### src/rtl/hspl_pkg.sv
package hspl_pkg;

	localparam int NUM_POINTS = 16;
	localparam int IDX_W = $clog2(NUM_POINTS);
	localparam int CNT_W = $clog2(NUM_POINTS + 1);

	localparam logic [1:0] ACT_WRITE = 2'd0;
	localparam logic [1:0] ACT_QUERY = 2'd1;
	localparam logic [1:0] ACT_MOVE  = 2'd2;
	localparam logic [1:0] ACT_NOP   = 2'd3;

	// Segment slots loaded before evaluation.
	localparam logic [1:0] SLOT_YM2 = 2'd0;
	localparam logic [1:0] SLOT_P0  = 2'd1;
	localparam logic [1:0] SLOT_P1  = 2'd2;
	localparam logic [1:0] SLOT_YP1 = 2'd3;

	// Steps of the arithmetic sequencer, in issue order.
	localparam logic [3:0] MUL_T2    = 4'd0;
	localparam logic [3:0] MUL_T3    = 4'd1;
	localparam logic [3:0] MUL_BASIS = 4'd2;
	localparam logic [3:0] MUL_H00   = 4'd3;
	localparam logic [3:0] MUL_H01   = 4'd4;
	localparam logic [3:0] MUL_H10   = 4'd5;
	localparam logic [3:0] MUL_H11   = 4'd6;

	// Commands from the controller to the datapath.
	typedef struct packed {
		logic wr_point;   // write one point at the item's index
		logic rd_addr;    // present rd_idx to the stores
		logic [IDX_W-1:0] rd_idx;
		logic move_wr;    // write the moved point at rd_idx (read earlier by rd_addr)
		logic cap_first;  // capture first x
		logic cap_last;   // capture last x and y
		logic cap_cmp;    // compare query x against the point just read
		logic cap_seg;    // capture point data into segment slot
		logic [1:0] seg_slot; // 0 y[i-2], 1 point i-1, 2 point i, 3 y[i+1]
		logic seg_end;    // the neighbour of this slot lies past a table end
		logic div_start;
		logic mul_step;   // advance the arithmetic sequencer one step
		logic [3:0] mul_op;
		logic finish;     // drive the result
		logic fin_mode;   // 0 evaluated, 1 last point or outside
	} hspl_cmd_t;

	typedef struct packed {
		logic in_range;
		logic below;      // query x < x of the point just compared
		logic div_done;
	} hspl_sts_t;

	function automatic logic signed [31:0] sat32(input logic signed [32:0] v);
		if (v > 33'sd2147483647) return 32'sh7fffffff;
		if (v < -33'sd2147483648) return 32'sh80000000;
		return v[31:0];
	endfunction

endpackage

### src/rtl/hspl_ctrl.sv
module hspl_ctrl
	import hspl_pkg::*;
(
	input  logic       clk,
	input  logic       arst_n,
	input  logic       start,
	input  logic [1:0] action,
	input  hspl_sts_t  sts,
	output hspl_cmd_t  cmd,
	output logic       load,
	output logic       busy
);
	typedef enum logic [3:0] {
		S_IDLE, S_WRITE, S_MOVE, S_RDF, S_RDL, S_CHK, S_SRCH, S_SCMP,
		S_SEG, S_DIV, S_MUL, S_DONE
	} state_t;

	state_t state_q;
	logic [IDX_W-1:0] i_q;
	logic [IDX_W:0]   seg_q;
	logic [2:0]       sub_q;
	logic [3:0]       op_q;
	logic             ok_q;

	assign busy = (state_q != S_IDLE);

	// The item is captured at the edge that takes it.
	assign load = start && (state_q == S_IDLE);

	// One clocked block: state and all registered commands.
	always_ff @(posedge clk or negedge arst_n) begin
		if (!arst_n) begin
			state_q <= S_IDLE;
			cmd     <= '0;
			i_q     <= '0;
			seg_q   <= '0;
			sub_q   <= '0;
			op_q    <= '0;
			ok_q    <= 1'b0;
		end else begin
			cmd <= '0;
			case (state_q)
				S_IDLE: begin
					if (start) begin
						i_q <= '0;
						sub_q <= '0;
						case (action)
							ACT_WRITE: state_q <= S_WRITE;
							ACT_QUERY: state_q <= S_RDF;
							ACT_MOVE:  state_q <= S_MOVE;
							default:   state_q <= S_IDLE;
						endcase
					end
				end
				S_WRITE: begin
					cmd.wr_point <= 1'b1;
					state_q <= S_DONE;
				end
				// Read each point, wait for the store, then write it back moved.
				S_MOVE: begin
					if (sub_q == 3'd0) begin
						cmd.rd_addr <= 1'b1;
						cmd.rd_idx <= i_q;
						sub_q <= 3'd1;
					end else if (sub_q == 3'd1) begin
						sub_q <= 3'd2;
					end else begin
						cmd.move_wr <= 1'b1;
						cmd.rd_idx <= i_q;
						sub_q <= 3'd0;
						i_q <= i_q + 1'b1;
						if (i_q == IDX_W'(NUM_POINTS - 1)) state_q <= S_DONE;
					end
				end
				S_RDF: begin
					if (sub_q == 3'd0) begin
						cmd.rd_addr <= 1'b1; cmd.rd_idx <= '0; sub_q <= 3'd1;
					end else if (sub_q == 3'd1) begin
						sub_q <= 3'd2;
					end else begin
						cmd.cap_first <= 1'b1;
						cmd.rd_addr <= 1'b1; cmd.rd_idx <= IDX_W'(NUM_POINTS - 1);
						sub_q <= 3'd0;
						state_q <= S_RDL;
					end
				end
				S_RDL: begin
					if (sub_q == 3'd0) begin
						cmd.cap_last <= 1'b1;
						sub_q <= 3'd1;
					end else begin
						sub_q <= 3'd0;
						state_q <= S_CHK;
					end
				end
				S_CHK: begin
					if (!sts.in_range) begin
						cmd.finish <= 1'b1; cmd.fin_mode <= 1'b1;
						state_q <= S_DONE;
					end else begin
						i_q <= IDX_W'(1);
						state_q <= S_SRCH;
					end
				end
				// Walk up the table for the first x above the query.
				S_SRCH: begin
					if (sub_q == 3'd0) begin
						cmd.rd_addr <= 1'b1; cmd.rd_idx <= i_q; sub_q <= 3'd1;
					end else if (sub_q == 3'd1) begin
						cmd.cap_cmp <= 1'b1; sub_q <= 3'd2;
					end else if (sub_q == 3'd2) begin
						sub_q <= 3'd3;
					end else begin
						sub_q <= 3'd0;
						if (sts.below) begin
							seg_q <= {1'b0, i_q};
							state_q <= S_SEG;
						end else if (i_q == IDX_W'(NUM_POINTS - 1)) begin
							cmd.finish <= 1'b1; cmd.fin_mode <= 1'b1;
							state_q <= S_DONE;
						end else begin
							i_q <= i_q + 1'b1;
						end
					end
				end
				// Load y[i-2], point i-1, point i, y[i+1]; tangent ends are zero.
				S_SEG: begin
					state_q <= S_SEG;
					if (sub_q == 3'd0) begin
						cmd.rd_addr <= 1'b1;
						case (op_q[1:0])
							SLOT_YM2: cmd.rd_idx <= IDX_W'(seg_q - 2);
							SLOT_P0: cmd.rd_idx <= IDX_W'(seg_q - 1);
							SLOT_P1: cmd.rd_idx <= IDX_W'(seg_q);
							default: cmd.rd_idx <= IDX_W'(seg_q + 1);
						endcase
						sub_q <= 3'd1;
					end else if (sub_q == 3'd1) begin
						sub_q <= 3'd2;
					end else begin
						cmd.cap_seg <= 1'b1;
						cmd.seg_slot <= op_q[1:0];
						cmd.seg_end <= ((op_q[1:0] == SLOT_YM2) && (seg_q < CNT_W'(2)))
							|| ((op_q[1:0] == SLOT_YP1)
							&& (seg_q == CNT_W'(NUM_POINTS - 1)));
						sub_q <= 3'd0;
						op_q <= op_q + 4'd1;
						if (op_q[1:0] == SLOT_YP1) begin
							op_q <= '0;
							ok_q <= 1'b0;
							cmd.div_start <= 1'b1;
							state_q <= S_DIV;
						end
					end
				end
				S_DIV: begin
					if (sts.div_done) begin
						op_q <= '0;
						state_q <= S_MUL;
					end
				end
				S_MUL: begin
					cmd.mul_step <= 1'b1;
					cmd.mul_op <= op_q;
					op_q <= op_q + 4'd1;
					if (op_q == MUL_H11) begin
						op_q <= '0;
						state_q <= S_DONE;
						ok_q <= 1'b1;
					end
				end
				S_DONE: begin
					if (ok_q) begin
						cmd.finish <= 1'b1; cmd.fin_mode <= 1'b0;
						ok_q <= 1'b0;
					end else begin
						state_q <= S_IDLE;
					end
				end
				default: state_q <= S_IDLE;
			endcase
		end
	end
endmodule

### config.mk
export PLATFORM = sky130hd
export DESIGN_NAME = hspl_ctrl
export DESIGN_NICKNAME = d
export VERILOG_FILES = /design/src/rtl/hspl_pkg.sv /design/src/rtl/hspl_ctrl.sv
export SDC_FILE = /design/constraint.sdc
export NUM_CORES = 1
export LEC_CHECK = 0
export ABC_CLOCK_PERIOD_IN_PS = 3400
export BUFFER_PORTS_ARGS = -buffer_cell sky130_fd_sc_hd__buf_2
export CAP_MARGIN = 20
export CORE_MARGIN = 10
export CORE_UTILIZATION = 60
export CTS_BUF_LIST = sky130_fd_sc_hd__clkbuf_8
export CTS_CLUSTER_SIZE = 10
export DETAILED_ROUTE_END_ITERATION = 8
export HOLD_SLACK_MARGIN = 0.12
export PLACE_DENSITY = 0.83
export SLEW_MARGIN = 30
export SYNTH_ARGS = -nofsm -noshare
export SYNTH_HDL_FRONTEND = slang
export SYNTH_SLANG_ARGS = --single-unit
### constraint.sdc
create_clock -name clk -period 3.4 [get_ports clk]
set_input_delay 0 -clock clk [delete_from_list [all_inputs] [get_ports clk]]
set_output_delay 0 -clock clk [all_outputs]
set_load 0.02 [all_outputs]
==> results.cfg <==
[run_status]
status = complete, no violations

[clock_network]
hold_buffers = 2
post-cts-setup-buffers = 0
cts_tree = yes
path_clk_slew_ns = 0.07
htreeDepth = 2
cts_buffers = 5
cts_num_sinks = 41
cts_buffer_depth = 2
cts-root-buf = clkbuf_8
clk_latency_ns = 0.29
post_cts_resized = 0

[global_route]
top_usage_layer = met2
grt_pass1_wl_mm = 10.38
grt-ovfl-total = 0
grt_use_met2_pct = 26.98
grt_use_met3_pct = 4.068
grtUsageMet1_pct = 21.81
grt_antenna_before_repair = 0
grt_pass1_vias = 2118
grt_usage_pct = 16.88
grt_max_degree = 42

[timing]
hold_viol = 0
period_needed_ns = 2.465
relSlewSlack_pct = 44.73
rsz0062_at_grt = false
slew_violations = 0
worstMarginPinSlew_ns = 0.8291
max_freq_ghz = 0.4057
clock-skew-final_ns = 0.003392
finalCritPeriodShare_pct = 72.50
setup_tns_ns = 0
setup_viol = 0

[logic_synthesis]
syn_inst = 279
synth-xor-area-share_pct = 1.684
synth_top_family_by_area = simple AND/OR/NAND/NOR gates
synth_cell_types = 59
ys_seq_area_share_pct = 39.46
ys_async_sr_fraction_pct = 100.0
synth_top_flop_cell = dfrtp_1
ys_ff_latch = 41
synth-warning-count = 0
synth_edf_count = 0
syn_avg_cell_area_um2 = 9.319
yosys.area_share.simple_pct = 21.08
syn_nets = 302
synth_compound_area_share_pct = 19.10
synth_area_um2 = 2600
muxShareOfSynthArea_pct = 5.438
synth_fa_ha_area_share_pct = 7.218

[pwr]
switching_share_pct = 46.19
pwr-share-seq_pct = 33.7
p_per_area_nw_per_um2 = 889.3
p_switching_mw = 1.167
vdd.ir_drop.worst_uv = 512.1
internal_power_mw = 1.360
p_clk_share_pct = 14.9
p_comb_share_pct = 51.5
leakagePower_nw = 1.369

[die]
core.rowCount = 23
dieArea_um2 = 7366
dieHeight_um = 85.83
die_w_um = 85.83
start_util_pct = 63.63
ioPinCount = 32
coreArea_um2 = 4086

[finish]
post-route-util_pct = 69.53
n_antenna_cell = 0
drive_gt1_share_pct = 19.93
area_growth_pct = 9.288
fin_area_um2 = 2841
final_nets = 324

[detailed_routing]
drt-wirelength-per-cell_um = 17.33
drt-pass1-iter-count = 5
ant_nets = 0
drtIter0Drc = 207
routed_via_density = 6.390
vias = 2243
drc = 0
drt_wl_total_mm = 6.082

[placement]
place.gp.congestion = 0.8490
port_buffers = 31
dpl_cell_area_um2 = 2714
hpwl_mm = 4.287

[setup_path]
r2r-start = state_q[3]
critical_path_class = reg -> reg
arrival_ns = 2.64
critPathMaxFanout = 24
rrSetupSlack_ns = 0.93
endpoint_kind = flip-flop
cp.required_ns = 3.58
worst_setup_path_start_kind = flip-flop
reg2regPathDepth = 4
r2r-end = state_q[3]

[hold_path]
min_from = sts[1]
worst_hold_path.endpoint = cmd[0]
min_path_cells = 3
hold_path.class = in -> reg

[run]
drv_cap = 0
[stage by stage]
step,std cells,total power [mW],hold WS [ns],setup slack [ns]
after floorplan,279,1.874,-0.2956,1.422
after global placement,342,2.091,0.1491,1.118
after detailed placement,342,2.120,0.1696,1.054
after CTS,351,2.508,0.1765,1.013
after global routing,351,2.707,0.2242,0.8394
final,351,2.527,0.1966,0.9348
[power groups by stage]
stage               Sequential, mW  Clock [mW]  Combinational, mW
finish                       0.851       0.376               1.30
floorplan                    0.761           0               1.11
global placement             0.843           0               1.25
CTS                          0.839       0.379               1.29
detailed placement           0.847           0               1.27
global route                 0.879       0.399               1.43
[layout make-up]
class | instances | area (um2)
clock buffer | 5 | 68.82
clock inverter | 2 | 35.03
fill | 322 | 1245
inverter | 14 | 52.55
multi-input combinational | 206 | 1418
sequential | 41 | 1027
tap | 50 | 62.56
timing repair buffer | 33 | 177.7
[worst max-delay path by stage]
stage / depth (start not counted) / start / end / slack (ns)
2_1_floorplan: 9 / sub_q[1] / state_q[1] / 1.42
3_3_place_gp: 4 / state_q[3] / state_q[1] / 1.12
3_5_place_dp: 4 / state_q[3] / state_q[3] / 1.05
4_1_cts: 4 / state_q[3] / state_q[3] / 1.01
5_1_grt: 4 / state_q[3] / state_q[3] / 0.84
6_report: 4 / state_q[3] / state_q[3] / 0.93
[logic make-up after synthesis]
group	count (synthesis)
AO/OA/AOI/OAI	73
multiplexers	12
flip-flops	41
XOR/XNOR	5
buffers and inverters	32
adder cells (fa/ha/maj)	15
AND/OR/NAND/NOR	101
[critical path, cell delays in order, from the launching register on]
cell,delay [ns]
dfrtp_1,0.85
nand2b_1,0.44
o32a_1,0.45
o2111ai_4,0.28
mux2_4,0.33
[synth_stat cells, drive strengths merged, types with 2 or more instances]
master / instances / area share [%]
dfrtp: 41 / 39
a21oi: 22 / 4.2
nor2: 20 / 2.9
o21ai: 17 / 3.3
ha: 15 / 7.2
nand2: 15 / 2.3
inv: 14 / 2.0
buf: 13 / 3.3
nand3: 12 / 2.3
nor3: 10 / 2.1
nand2b: 9 / 2.2
nor2b: 9 / 2.2
mux2: 8 / 3.9
and3: 6 / 1.5
clkbuf: 5 / 0.72
o22ai: 5 / 1.2
a221oi: 4 / 1.3
mux2i: 4 / 1.5
nor4: 4 / 1.2
xor2: 4 / 1.3
a21o: 3 / 0.87
a31oi: 3 / 0.72
and2: 3 / 0.72
o2111ai: 3 / 1.7
a221o: 2 / 0.87
a22o: 2 / 0.67
and2b: 2 / 0.63
o211ai: 2 / 0.77
o31ai: 2 / 0.77
o32a: 2 / 0.77
or2: 2 / 0.48
or3: 2 / 0.48
[cell usage in the layout, fill, tap and decap left out, types with 2 or more instances in the layout]
cell type / instances
a21o_1: 3
a21oi_1: 22
a221o_2: 2
a221oi_1: 4
a22o_1: 2
a31oi_1: 3
and2_1: 3
and3_1: 5
buf_2: 30
clkbuf_8: 5
dfrtp_1: 40
dlygate4sd3_1: 2
ha_1: 15
inv_1: 13
mux2_2: 5
mux2_4: 3
mux2i_1: 4
nand2_1: 14
nand2b_1: 9
nand3_1: 12
nor2_1: 20
nor2b_1: 9
nor3_1: 9
nor4_1: 3
o2111ai_1: 2
o21ai_0: 17
o22ai_1: 5
o32a_1: 2
or2_1: 2
or3_1: 2
xor2_1: 4
[flip-flops by register name (all words and copies together) (netlist names)]
register,flops
cmd,22
i_q,4
op_q,4
seg_q,4
state_q,4
sub_q,2
ok_q,1
[routing by layer]
| metal | vias up | share of wire [%] |
|---|---|---|
| li1 | 1043 | - |
| met1 | 1085 | 42 |
| met2 | 101 | 48 |
| met3 | 14 | 7.7 |
| met4 | 0 | 1.6 |
| met5 | - | 0 |
Note: power is estimated with default switching activity, not from simulation.
